## config.mk

```make
export PLATFORM = sky130hd
export DESIGN_NAME = lowest_free_id_allocator
export DESIGN_NICKNAME = d
export VERILOG_FILES = /design/src/rtl/lfa_pkg.sv /design/src/rtl/lfa_scan.sv /design/src/rtl/lfa_map.sv /design/src/rtl/lowest_free_id_allocator.sv
export SDC_FILE = /design/constraint.sdc
export NUM_CORES = 1
export LEC_CHECK = 0
export BUFFER_PORTS_ARGS = -buffer_cell sky130_fd_sc_hd__buf_4
export CAP_MARGIN = 20
export CORE_MARGIN = 4
export CORE_UTILIZATION = 39
export DETAILED_ROUTE_END_ITERATION = 12
export GPL_TIMING_DRIVEN = 0
export PLACE_DENSITY = 0.59
export SLEW_MARGIN = 30
export SYNTH_ARGS = -nofsm -noshare
export SYNTH_HDL_FRONTEND = slang
export SYNTH_SLANG_ARGS = --single-unit
```

## constraint.sdc

```tcl
create_clock -name clk -period 3.4 [get_ports clk]
set_clock_uncertainty 0.1 [all_clocks]
set_input_delay 0.85 -clock clk [delete_from_list [all_inputs] [get_ports clk]]
set_output_delay 0.85 -clock clk [all_outputs]
set_load 0.01 [all_outputs]
```

## src/rtl/lfa_pkg.sv

```systemverilog
// ----------------------------------------------------------------------------
// lfa_pkg
// Shared constants for the lowest-free identifier allocator: operation codes,
// bitmap word geometry and the default table capacity.
// ----------------------------------------------------------------------------
package lfa_pkg;

  localparam int OP_W = 2;
  localparam int ID_W = 8;

  localparam logic [OP_W-1:0] OP_CREATE = 2'd0;
  localparam logic [OP_W-1:0] OP_FREE   = 2'd1;
  localparam logic [OP_W-1:0] OP_QUERY  = 2'd2;

  // bitmap is kept in words of WORD_W bits, OFF_W bits select a bit in a word
  localparam int WORD_W = 32;
  localparam int OFF_W  = 5;

  localparam int DEF_CAPACITY = 256;

endpackage

```

## src/rtl/lfa_scan.sv

```systemverilog
// ----------------------------------------------------------------------------
// lfa_scan
// Find-first-free unit: returns the lowest clear bit of a bitmap word at or
// above a start offset. Shared by every step of the pointer advance.
// ----------------------------------------------------------------------------
module lfa_scan (
  input  logic [lfa_pkg::WORD_W-1:0] word,
  input  logic [lfa_pkg::OFF_W-1:0]  start,
  output logic                       found,
  output logic [lfa_pkg::OFF_W-1:0]  idx
);
  import lfa_pkg::*;

  logic [WORD_W-1:0] cand;

  // free bits at or above the start offset
  assign cand  = ~word & ({WORD_W{1'b1}} << start);
  assign found = |cand;

  always_comb begin
    idx = '0;
    for (int i = WORD_W - 1; i >= 0; i--) begin
      if (cand[i]) begin
        idx = OFF_W'(i);
      end
    end
  end

endmodule

```

## src/rtl/lfa_map.sv

```systemverilog
// ----------------------------------------------------------------------------
// lfa_map
// Used-identifier bitmap: a word-wide memory with one read and one write port,
// registered read data, and a clearing sweep of one word per cycle after reset.
// ----------------------------------------------------------------------------
module lfa_map #(
  parameter int NWORDS = 8,
  parameter int WA     = 3
) (
  input  logic                       clk,
  input  logic                       rst,
  input  logic                       rd_en,
  input  logic [WA-1:0]              rd_addr,
  output logic [lfa_pkg::WORD_W-1:0] rd_data,
  input  logic                       wr_en,
  input  logic [WA-1:0]              wr_addr,
  input  logic [lfa_pkg::WORD_W-1:0] wr_data,
  output logic                       busy
);
  import lfa_pkg::*;

  logic [WORD_W-1:0] mem [NWORDS];
  logic [WA-1:0]     clr;

  always_ff @(posedge clk) begin
    if (rst) begin
      busy <= 1'b1;
      clr  <= '0;
    end else if (busy) begin
      if (clr == WA'(NWORDS - 1)) begin
        busy <= 1'b0;
      end else begin
        clr <= clr + 1'b1;
      end
    end
  end

  always_ff @(posedge clk) begin
    if (busy) begin
      mem[clr] <= '0;
    end else if (wr_en) begin
      mem[wr_addr] <= wr_data;
    end
  end

  always_ff @(posedge clk) begin
    if (rd_en) begin
      rd_data <= mem[rd_addr];
    end
  end

endmodule

```

## src/rtl/lowest_free_id_allocator.sv

```systemverilog
// ----------------------------------------------------------------------------
// lowest_free_id_allocator
// Hands out the lowest free identifier, frees and queries identifiers, over a
// bitmap held in word memory and a pointer to the lowest free entry.
// ----------------------------------------------------------------------------
//  channel | handshake            | beat fields
//  --------+----------------------+-------------------------------------
//  req     | req_valid, req_stall | operation, entity_id
//  rsp     | rsp_valid, rsp_stall | created_id, alive, full_res
//
// Free, query, unused codes and create on a full table: S_READ, then S_EXEC.
// Create: S_READ, S_EXEC, then one S_SCAN step per further bitmap word the
// pointer advance walks; the find-first-free unit takes one word per cycle
// from the single memory read port.
// After reset the bitmap is cleared one word per cycle with req_stall high.
// A request is taken only while the result register is free or drains in
// the same cycle; a stalled result holds.
// ----------------------------------------------------------------------------
module lowest_free_id_allocator #(
  parameter int CAPACITY = lfa_pkg::DEF_CAPACITY
) (
  input  logic                     clk,
  input  logic                     rst,
  input  logic                     req_valid,
  output logic                     req_stall,
  input  logic [lfa_pkg::OP_W-1:0] operation,
  input  logic [lfa_pkg::ID_W-1:0] entity_id,
  output logic                     rsp_valid,
  input  logic                     rsp_stall,
  output logic [lfa_pkg::ID_W-1:0] created_id,
  output logic                     alive,
  output logic                     full_res
);
  import lfa_pkg::*;

  localparam int NWORDS = (CAPACITY + WORD_W - 1) / WORD_W;
  localparam int WA     = (NWORDS > 1) ? $clog2(NWORDS) : 1;
  localparam int CW     = $clog2(NWORDS + 1);
  localparam int PW     = CW + OFF_W;
  localparam logic [PW-1:0] CAP_P = PW'(CAPACITY);
  localparam logic [CW-1:0] NW_C  = CW'(NWORDS);

  localparam logic [1:0] S_IDLE = 2'd0;
  localparam logic [1:0] S_READ = 2'd1;
  localparam logic [1:0] S_EXEC = 2'd2;
  localparam logic [1:0] S_SCAN = 2'd3;

  logic [1:0]        state;
  logic [OP_W-1:0]   op_r;
  logic [ID_W-1:0]   id_r;
  logic              rng;
  logic              go;
  logic [PW-1:0]     ptr;
  logic [CW-1:0]     cur_word;

  logic              accept;
  logic              busy;
  logic              is_create;
  logic              need_mem;
  logic [WA-1:0]     id_word;
  logic [OFF_W-1:0]  id_bit;
  logic [CW-1:0]     ptr_word;
  logic [OFF_W-1:0]  ptr_bit;
  logic [WORD_W-1:0] ptr_mask;
  logic [WORD_W-1:0] id_mask;
  logic [CW-1:0]     nxt;
  logic              nxt_ok;

  logic              rd_en;
  logic [WA-1:0]     rd_addr;
  logic [WORD_W-1:0] rd_data;
  logic              wr_en;
  logic [WA-1:0]     wr_addr;
  logic [WORD_W-1:0] wr_data;

  logic [WORD_W-1:0] scan_word;
  logic [OFF_W-1:0]  scan_start;
  logic              found;
  logic [OFF_W-1:0]  idx;
  logic [PW-1:0]     found_ptr;
  logic [PW-1:0]     clamp_ptr;

  assign accept    = req_valid && !req_stall;
  assign req_stall = busy || (state != S_IDLE) || (rsp_valid && rsp_stall);

  assign is_create = (op_r == OP_CREATE);
  assign id_word   = WA'(id_r >> OFF_W);
  assign id_bit    = id_r[OFF_W-1:0];
  assign ptr_word  = ptr[PW-1:OFF_W];
  assign ptr_bit   = ptr[OFF_W-1:0];
  assign ptr_mask  = WORD_W'(1) << ptr_bit;
  assign id_mask   = WORD_W'(1) << id_bit;
  assign nxt       = cur_word + 1'b1;
  assign nxt_ok    = (nxt < NW_C);

  assign need_mem = is_create ? (ptr < CAP_P)
                  : (((op_r == OP_FREE) || (op_r == OP_QUERY)) && rng);

  // memory ports: fetch the target word, then prefetch the next word while scanning
  always_comb begin
    rd_en   = 1'b0;
    rd_addr = is_create ? ptr_word[WA-1:0] : id_word;
    wr_en   = 1'b0;
    wr_addr = id_word;
    wr_data = rd_data & ~id_mask;
    case (state)
      S_READ: begin
        rd_en = need_mem;
      end
      S_EXEC: begin
        if (is_create) begin
          rd_en   = go && nxt_ok;
          rd_addr = nxt[WA-1:0];
          wr_en   = go;
          wr_addr = cur_word[WA-1:0];
          wr_data = rd_data | ptr_mask;
        end else begin
          wr_en = go && (op_r == OP_FREE);
        end
      end
      S_SCAN: begin
        rd_en   = nxt_ok;
        rd_addr = nxt[WA-1:0];
      end
      default: begin
        rd_en = 1'b0;
      end
    endcase
  end

  assign scan_word  = (state == S_EXEC) ? (rd_data | ptr_mask) : rd_data;
  assign scan_start = (state == S_EXEC) ? ptr_bit : '0;
  assign found_ptr  = {cur_word, idx};
  // padding bits past the table read as free: stop at the capacity
  assign clamp_ptr  = (found_ptr >= CAP_P) ? CAP_P : found_ptr;

  lfa_scan u_scan (
    .word  (scan_word),
    .start (scan_start),
    .found (found),
    .idx   (idx)
  );

  lfa_map #(
    .NWORDS (NWORDS),
    .WA     (WA)
  ) u_map (
    .clk     (clk),
    .rst     (rst),
    .rd_en   (rd_en),
    .rd_addr (rd_addr),
    .rd_data (rd_data),
    .wr_en   (wr_en),
    .wr_addr (wr_addr),
    .wr_data (wr_data),
    .busy    (busy)
  );

  always_ff @(posedge clk) begin
    if (rst) begin
      state     <= S_IDLE;
      ptr       <= '0;
      rsp_valid <= 1'b0;
    end else begin
      if (state == S_EXEC) begin
        rsp_valid <= 1'b1;
      end else if (rsp_valid && !rsp_stall) begin
        rsp_valid <= 1'b0;
      end
      case (state)
        S_IDLE: begin
          if (accept) begin
            state <= S_READ;
          end
        end
        S_READ: begin
          state <= S_EXEC;
        end
        S_EXEC: begin
          state <= S_IDLE;
          if (is_create && go) begin
            if (found) begin
              ptr <= clamp_ptr;
            end else if (!nxt_ok) begin
              ptr <= CAP_P;
            end else begin
              state <= S_SCAN;
            end
          end else if ((op_r == OP_FREE) && go && (32'(id_r) < 32'(ptr))) begin
            ptr <= PW'(id_r);
          end
        end
        S_SCAN: begin
          if (found) begin
            ptr   <= clamp_ptr;
            state <= S_IDLE;
          end else if (!nxt_ok) begin
            ptr   <= CAP_P;
            state <= S_IDLE;
          end
        end
        default: begin
          state <= S_IDLE;
        end
      endcase
    end
  end

  // request and working registers
  always_ff @(posedge clk) begin
    if (accept) begin
      op_r <= operation;
      id_r <= entity_id;
      rng  <= (32'(entity_id) < 32'(CAPACITY));
    end
    if (state == S_READ) begin
      go       <= need_mem;
      cur_word <= ptr_word;
    end else if ((state == S_EXEC) || (state == S_SCAN)) begin
      cur_word <= nxt;
    end
  end

  // result beat, written once per request
  always_ff @(posedge clk) begin
    if (state == S_EXEC) begin
      created_id <= (is_create && go) ? ID_W'(ptr) : '0;
      alive      <= (op_r == OP_QUERY) && go && rd_data[id_bit];
      full_res   <= is_create && !go;
    end
  end

endmodule

```

==> key figures, run 1 <==
Run status
  – Outcome: complete, no violations

STA
  – Max Fclk: between 0.3 and 0.4 GHz
  – Final hold vios: 0
  – Worst-Margin Slew: around 0.9 ns
  – Final setup fails: 0
  – Final WS setup: 0.113 ns
  – Final Max Tran Viols: 0
  – Period utilization: a little over nine tenths
  – Min Tclk post-route: between 3 and 4 ns
  – Hold slack: 0.377 ns
  – Slew margin rel.: 39.5%

Detailed routing
  – Routed vias/inst: roughly 5.8
  – Drt first-iter violations: a little under 900
  – Final wirelength: approximately 45 mm
  – Via count: between 10000 and 15000
  – Post-DRT Antenna Nets: 0
  – DRC viols: 0
  – DR WL/cell: between 20 and 25 um
  – Drt pass-1 iters: 5

Power
  – LEAKAGE: 6.14 nW
  – Sw power: about 0.0019 W
  – Cell-internal power: 0.00697 W
  – Sw Ratio: about a fifth
  – Power Total: between 0.008 and 0.009 W
  – Seq pwr share: ~53%
  – Pwr Density: between 400 and 500 nW/um^2
  – Clock share of power: 42.3%
  – Peak supply drop: roughly 330 uV
  – Combinational power share: 5.0%

Layout
  – Finished Core Util: a little under half
  – Fin area: roughly 18000 sq um
  – Synth-to-Final Area Change: 17.4%
  – # nets final: approximately 1300
  – Filler cells: about 3500
  – Share of layout cells above drive strength 1: between 20% and 30%
  – ANT cells: 0

CTS
  – CTS sink count: between 300 and 400
  – Clock Path Buffers: 3
  – Worst-Skew Late Latency: between 0.5 and 0.6 ns
  – Root buf cell: clkbuf_16
  – H-tree levels: 2
  – Clock transition at path regs: ~0.07 ns
  – CTS tree: built
  – CTS buffer count: 37

Floorplan
  – Rows: 72
  – Starting density of the core: 39.7%
  – Die Wd: 207 um
  – Die area: 42800 sq um
  – Chip height: slightly above 200 um
  – CORE AREA: between 30000 and 40000 sq um
  – IO Count: 26

Synth
  – Synth Flop Type: edfxtp_1
  – Flip-flop and latch count after synthesis: roughly 330
  – Area leader, netlist: edfxtp_1
  – Top cell type's share of synthesized area: between 60 and 70%
  – EDFF count, synth: ~310
  – Top-count cell post-synth: edfxtp_1
  – FFs w/ async S/R, synth: 0%
  – Syn Inst Count: approximately 1200
  – Sequential fraction of the synthesis area: between 60% and 70%
  – Area of the mapped netlist: about 15000 sq um
  – Top post-synthesis cells by area: edfxtp_1 61%, mux2_2 4.7%, mux2i_1 4.5%, o21ai_0 2.9%, a21oi_1 2.5%
  – Post-synth top cells: 313 x edfxtp_1, 89 x o21ai_0, 83 x nor2_1, 78 x a21oi_1, 71 x nand2_1
  – Distinct cells, synth: 72
  – Yosys warning count: 0
  – Syn Nets: 1194
  – Mean post-synth cell area: around 13 sq um

Placed design
  – GPL Wtd Cong: around 0.95
  – DP Area: between 15000 and 20000 sq um
  – Port bufs: 25
  – Post-DP HPWL: a little over 30 mm
  – Pre-CTS WS: -0.335 ns

Hold path
  – Worst min path class: flip-flop to flip-flop

Worst setup path
  – WS Path Type: flip-flop to flip-flop
  – Crit end category: flip-flop
  – Critical path data required time: 3.72 ns
  – Setup crit start kind: flip-flop
  – Crit path arrival time: around 3.6 ns
  – Critical path fanouts, max: 10

Global routing
  – Initial antenna violation count: 0
  – First-pass GRT wire length: 66.5 mm
  – Pin count of the biggest net entering global routing: 20
  – Vias in the first global route: between 10000 and 15000
  – GRT Overall Usage: about a fifth
  – Total gr overflow: 0

Job
  – Max cap viols: 0
[per-stage QoR]
step                      cells   TNS, ns
after floorplan            1167    -39.91
after global placement     1710   -575.22
after detailed placement   1728    -42.90
after CTS                  1793         0
after global routing       1793  -0.00106
final                      1793         0
[state kept, by name (all words and copies together) (netlist names)]
signal	count
u_map.rd_data	32
alive	1
ptr	9
u_map.mem	256
id_r	8
state	2
u_map.busy	1
op_r	2
go	1
created_id	8
full_res	1
rsp_valid	1
cur_word	4
u_map.clr	3
[power groups by stage]
stage / Clock [W] / Combinational, W / Sequential (W)
6_report: 0.00373 / 0.000441 / 0.00466
5_1_grt: 0.00400 / 0.000479 / 0.00467
4_1_cts: 0.00380 / 0.000448 / 0.00466
3_5_place_dp: 0 / 0.000446 / 0.00474
3_3_place_gp: 0 / 0.000328 / 0.00475
2_1_floorplan: 0 / 0.000213 / 0.00473
[layout make-up]
class	instances	area [sq um]	area share, %
inverter	17	63.8	0.352
multi-input combinational	742	5480	30.2
tap	518	648	3.58
sequential	329	9720	53.7
buffer	77	418	2.31
clock buffer	47	963	5.32
timing repair buffer	43	667	3.68
clock inverter	20	153	0.843
[layout by cell type, fill, tap and decap left out, types with 10 or more instances in the layout]
cell type and count:
a311oi_1 12, mux2_2 64, ha_1 13, a211oi_2 19, a21o_1 13, nand2b_1 10
dfxtp_1 16, clkbuf_16 37, buf_2 12, a21oi_1 77, buf_16 17, mux4_2 10
buf_4 37, clkbuf_2 10, and3_1 13, a211oi_1 23, o21ai_0 89, nor2_1 75
o211ai_1 36, mux2i_1 70, nand2_1 70, edfxtp_1 313, inv_1 17, clkbuf_1 38
[worst max-delay path, stage by stage, from the launching register on]
cell	delay (ns)
dfxtp_1	0.48
buf_4	0.26
buf_4	0.23
inv_1	0.16
ha_1	0.21
a21oi_1	0.13
o21ai_0	0.11
nand4_1	0.10
a21oi_1	0.07
a211oi_2	0.40
buf_2	0.31
a21oi_1	0.18
a32o_1	0.24
a31o_1	0.18
[logic make-up after synthesis]
family / synth area share [%]
flip-flops: 63.0
AO/OA/AOI/OAI: 14.0
AND/OR/NAND/NOR: 8.10
buffers and inverters: 2.92
XOR/XNOR: 0.227
multiplexers: 10.7
adder cells (fa/ha/maj): 1.05
[repair_timing]
| item | in CTS | in global routing |
|---|---|---|
| endpoints found under the setup margin | 352 | 332 |
| gates resized for setup | 13 | 24 |
| hold buffers | 0 | 0 |
| buffers inserted | 0 | 0 |
[path summary, 6_finish.rpt]
check	start	end	slack (ns)	depth (start not counted)
hold reg to reg	rsp_valid	rsp_valid	0.38	2
setup reg to reg	ptr[1]	ptr[2]	0.11	13
setup / recovery	ptr[1]	ptr[2]	0.11	13
hold / removal	rsp_valid	rsp_valid	0.38	2
[routing by layer]
| layer | part of all wire [%] | GRT usage, % |
|---|---|---|
| met1 | 45 | 29.9 |
| met2 | 46 | 32.4 |
| met3 | 6.4 | 3.53 |
| met4 | 3.2 | 7.13 |
| met5 | 0 | 0 |
Power figures use the tool's default switching activity.
==> run 2: changes to the inputs <==
--- a/config.mk
+++ b/config.mk
@@ -11,7 +11,7 @@
 export CORE_UTILIZATION = 39
 export DETAILED_ROUTE_END_ITERATION = 12
 export GPL_TIMING_DRIVEN = 0
-export PLACE_DENSITY = 0.59
+export PLACE_DENSITY = 0.57
 export SLEW_MARGIN = 30
 export SYNTH_ARGS = -nofsm -noshare
 export SYNTH_HDL_FRONTEND = slang
==> constraint.sdc (replaced) <==
create_clock -name clk -period 3.89 [get_ports clk]
set_clock_uncertainty 0.1 [all_clocks]
set_input_delay 0.9725 -clock clk [delete_from_list [all_inputs] [get_ports clk]]
set_output_delay 0.9725 -clock clk [all_outputs]
set_load 0.01 [all_outputs]
==> run 2 against run 1 <==
Wire length decreased by 1.6%. Largest cell class unchanged. Sequential cell count unchanged. Register-to-register slack improved by 0.05 ns. Final area decreased by 0.26%. Sequential share of layout area increased by 0.14 points. Clock power decreased by 11%.
==> key figures, run 2 (same netlist as run 1, synthesis figures left out) <==
STA
  – Hold slack: 0.376 ns (-0.00166 ns)
  – RSZ-0062 raised after global routing: false
  – Min Tclk post-route: 3.73 ns (+0.438 ns)
  – Final setup fails: 0 (unchanged)
  – Setup TNS: 0 ns (unchanged)
  – Max Fclk: 0.268 GHz (-12%)
  – Final Max Tran Viols: 0 (unchanged)
  – Final hold vios: 0 (unchanged)
  – Period utilization: 95.8% (-0.91 points)
  – Worst-Margin Slew: 0.996 ns (+0.0933 ns)
  – Slew margin rel.: 33.2% (-6.2 points)

Global routing
  – First-pass GRT wire length: 65.8 mm (-1.0%)
  – GRT Overall Usage: 20.7% (-0.18 points)
  – Pin count of the biggest net entering global routing: 21 (+5.0%)
  – Vias in the first global route: 10400 (-0.74%)
  – Total gr overflow: 0 (unchanged)
  – Initial antenna violation count: 0 (unchanged)

Power
  – Power Total: 0.00777 W (-12%)
  – Sw power: 0.00163 W (-13%)
  – LEAKAGE: 6.11 nW (-0.46%)
  – Sw Ratio: 20.9% (-0.14 points)
  – Pwr Density: 430 nW/um^2 (-12%)
  – Clock share of power: 42.6% (+0.3 points)
  – Combinational power share: 5.0% (about the same)
  – Peak supply drop: 261 uV (-21%)
  – Cell-internal power: 0.00615 W (-12%)
  – Seq pwr share: 52.4% (-0.3 points)

Job
  – Max cap viols: 0 (unchanged)

Hold path
  – Hold depth: 2 (unchanged)
  – Worst min path class: flip-flop to flip-flop
  – Worst Hold End: rsp_valid
  – Hold wc startpoint: rsp_valid

Detailed routing
  – Post-DRT Antenna Nets: 0 (unchanged)
  – DRC viols: 0 (unchanged)
  – Final wirelength: 44.0 mm (-1.6%)
  – Drt first-iter violations: 865 (-2.1%)
  – Via count: 10400 (-0.14%)
  – DR WL/cell: 24.5 um (-1.7%)
  – Routed vias/inst: 5.81 (-0.25%)
  – Drt pass-1 iters: 5 (unchanged)

CTS
  – Clock transition at path regs: 0.06 ns (about the same)
  – CTS tree: built
  – Clock Path Buffers: 3 (unchanged)
  – Worst-Skew Late Latency: 0.55 ns (about the same)
  – Hold Buf Count CTS: 0 (unchanged)
  – H-tree levels: 2 (unchanged)
  – CTS sink count: 329 (unchanged)
  – Root buf cell: clkbuf_16
  – CTS buffer count: 36 (-2.7%)

Layout
  – # nets final: 1277 (+0.24%)
  – Leading cell types in the layout, fill and taps excluded: 313 x edfxtp_1, 89 x o21ai_0, 77 x a21oi_1, 75 x nor2_1, 71 x nand2_1
  – Most flops, register: u_map.mem
  – Filler cells: 3465 (-0.087%)
  – Share of layout cells above drive strength 1: 19.8% (-0.80 points)
  – Fin area: 18100 sq um (-0.26%)
  – Synth-to-Final Area Change: 17.1%
  – Post-Layout Cell Count: 1795 (+0.11%)
  – Commonest non-fill, non-tap cell in the layout: edfxtp_1
  – Top flop regs: u_map.mem (256), u_map.rd_data (32), ptr (9)
  – Largest register FFs: 256 (unchanged)

Worst setup path
  – Setup crit start kind: flip-flop
  – Crit path largest cell delay: 0.63 ns (+0.15 ns)
  – Worst Reg-to-Reg Cells: 10 (-3)
  – Cell Chain, Critical Path: nand2b_1 -> inv_1 -> buf_2 -> and3_1 -> o21ai_1 -> clkbuf_1 -> a21oi_2 -> nor2_4 -> buf_16 -> buf_16
  – Top cell by count, worst path: buf_16
  – CP bufs+invs: 5 (+1)
  – Critical path data required time: 4.04 ns (+0.32 ns)
  – Crit end category: flip-flop
  – RR Endpoint: u_map.mem[7][14]
  – Slowest cell on the critical path: clkbuf_1
  – Worst R2R Start: state[0]
  – Crit path arrival time: 3.87 ns (+0.26 ns)
  – Critical path fanouts, max: 19 (+9)
  – Register-to-register setup slack: 0.16 ns (+0.05 ns)
  – CP delay by family, top: buffers and inverters
  – WS Path Type: flip-flop to flip-flop

Placed design
  – Post-DP HPWL: 30.4 mm (-2.3%)
  – Placed Cells: 1725 (-0.17%)
  – Port bufs: 25 (unchanged)
  – GPL Wtd Cong: 0.993 (+4.7%)
  – DP Area: 16800 sq um (-0.49%)

Floorplan
  – Die area: 42800 sq um (unchanged)
  – Starting density of the core: 39.7% (unchanged)
  – Chip height: 207 um (unchanged)
  – CORE AREA: 38800 sq um (unchanged)
  – IO Count: 26 (unchanged)
  – Die Wd: 207 um (unchanged)
  – Rows: 72 (unchanged)

Run status
  – Outcome: complete, no violations
-- run 2: cell types whose count changed in the layout (fill, tap and decap cells not counted), sizes merged --
cell,change
clkinvlp,+1
bufinv,+1
inv,-1
diode,+1
clkdlybuf4s15,-1
clkinv,-1
buf,+5
clkbuf,-3
-- run 2: power groups by stage --
stage	registers, W	logic [W]	clock network [W]
floorplan	0.00414	0.000185	0
global placement	0.00415	0.000284	0
detailed placement	0.00415	0.000367	0
global route	0.00408	0.000422	0.00352
finish	0.00407	0.000389	0.00331
CTS	0.00407	0.000369	0.00338
-- run 2: stage by stage --
stage | setup slack [ns] | utilization [%]
finish | 0.164 | 46.5
global route | 0.0472 | 46.5
CTS | 0.0192 | 46.1
detailed placement | 0.0364 | 43.2
global placement | -2.08 | 41.9
floorplan | 0.236 | -
-- run 2: timing repair --
item	in CTS	in global routing
buffers inserted	0	6
endpoints found under the setup margin	0	97
gates resized for setup	0	6
-- run 2: how the worst max path moves through the flow --
stage	startpoint	end	slack, ns	depth (start not counted)
final	state[0]	u_map.mem[7][14]	0.16	10
after global placement	state[0]	u_map.mem[4][19]	-2.08	8
after global routing	op_r[0]	u_map.rd_data[18]	0.05	14
after detailed placement	state[1]	u_map.mem[0][22]	0.04	11
after CTS	state[1]	u_map.mem[0][14]	0.02	11
after floorplan	state[1]	u_map.mem[1][0]	0.24	10
-- run 2: area by class of cell --
| type | count | area (sq um) | area share [%] |
|---|---|---|---|
| multi-input cells | 742 | 5440 | 30.1 |
| plain buffers | 78 | 388 | 2.15 |
| flip-flops and latches | 329 | 9720 | 53.8 |
| inverters | 17 | 63.8 | 0.353 |
| clock buffers | 44 | 952 | 5.27 |
| clock inverters | 20 | 181 | 1.00 |
| diodes | 1 | 2.50 | 0.0139 |
| well taps | 518 | 648 | 3.59 |
| repair buffers | 46 | 671 | 3.71 |
-- run 2: worst min-delay path: stages (launching register included) --
cell and delay, ns:
dfxtp_1 0.30, nand2_1 0.06, a21oi_1 0.06
-- run 2: routing by layer --
metal  up-vias  global-route usage, %  part of all wire, %
li1       4705                      -                    -
met1      5203                   28.7                   44
met2       424                   31.4                   45
met3        89                   4.34                  7.3
met4         0                   9.49                  4.1
met5         -                      0                    0
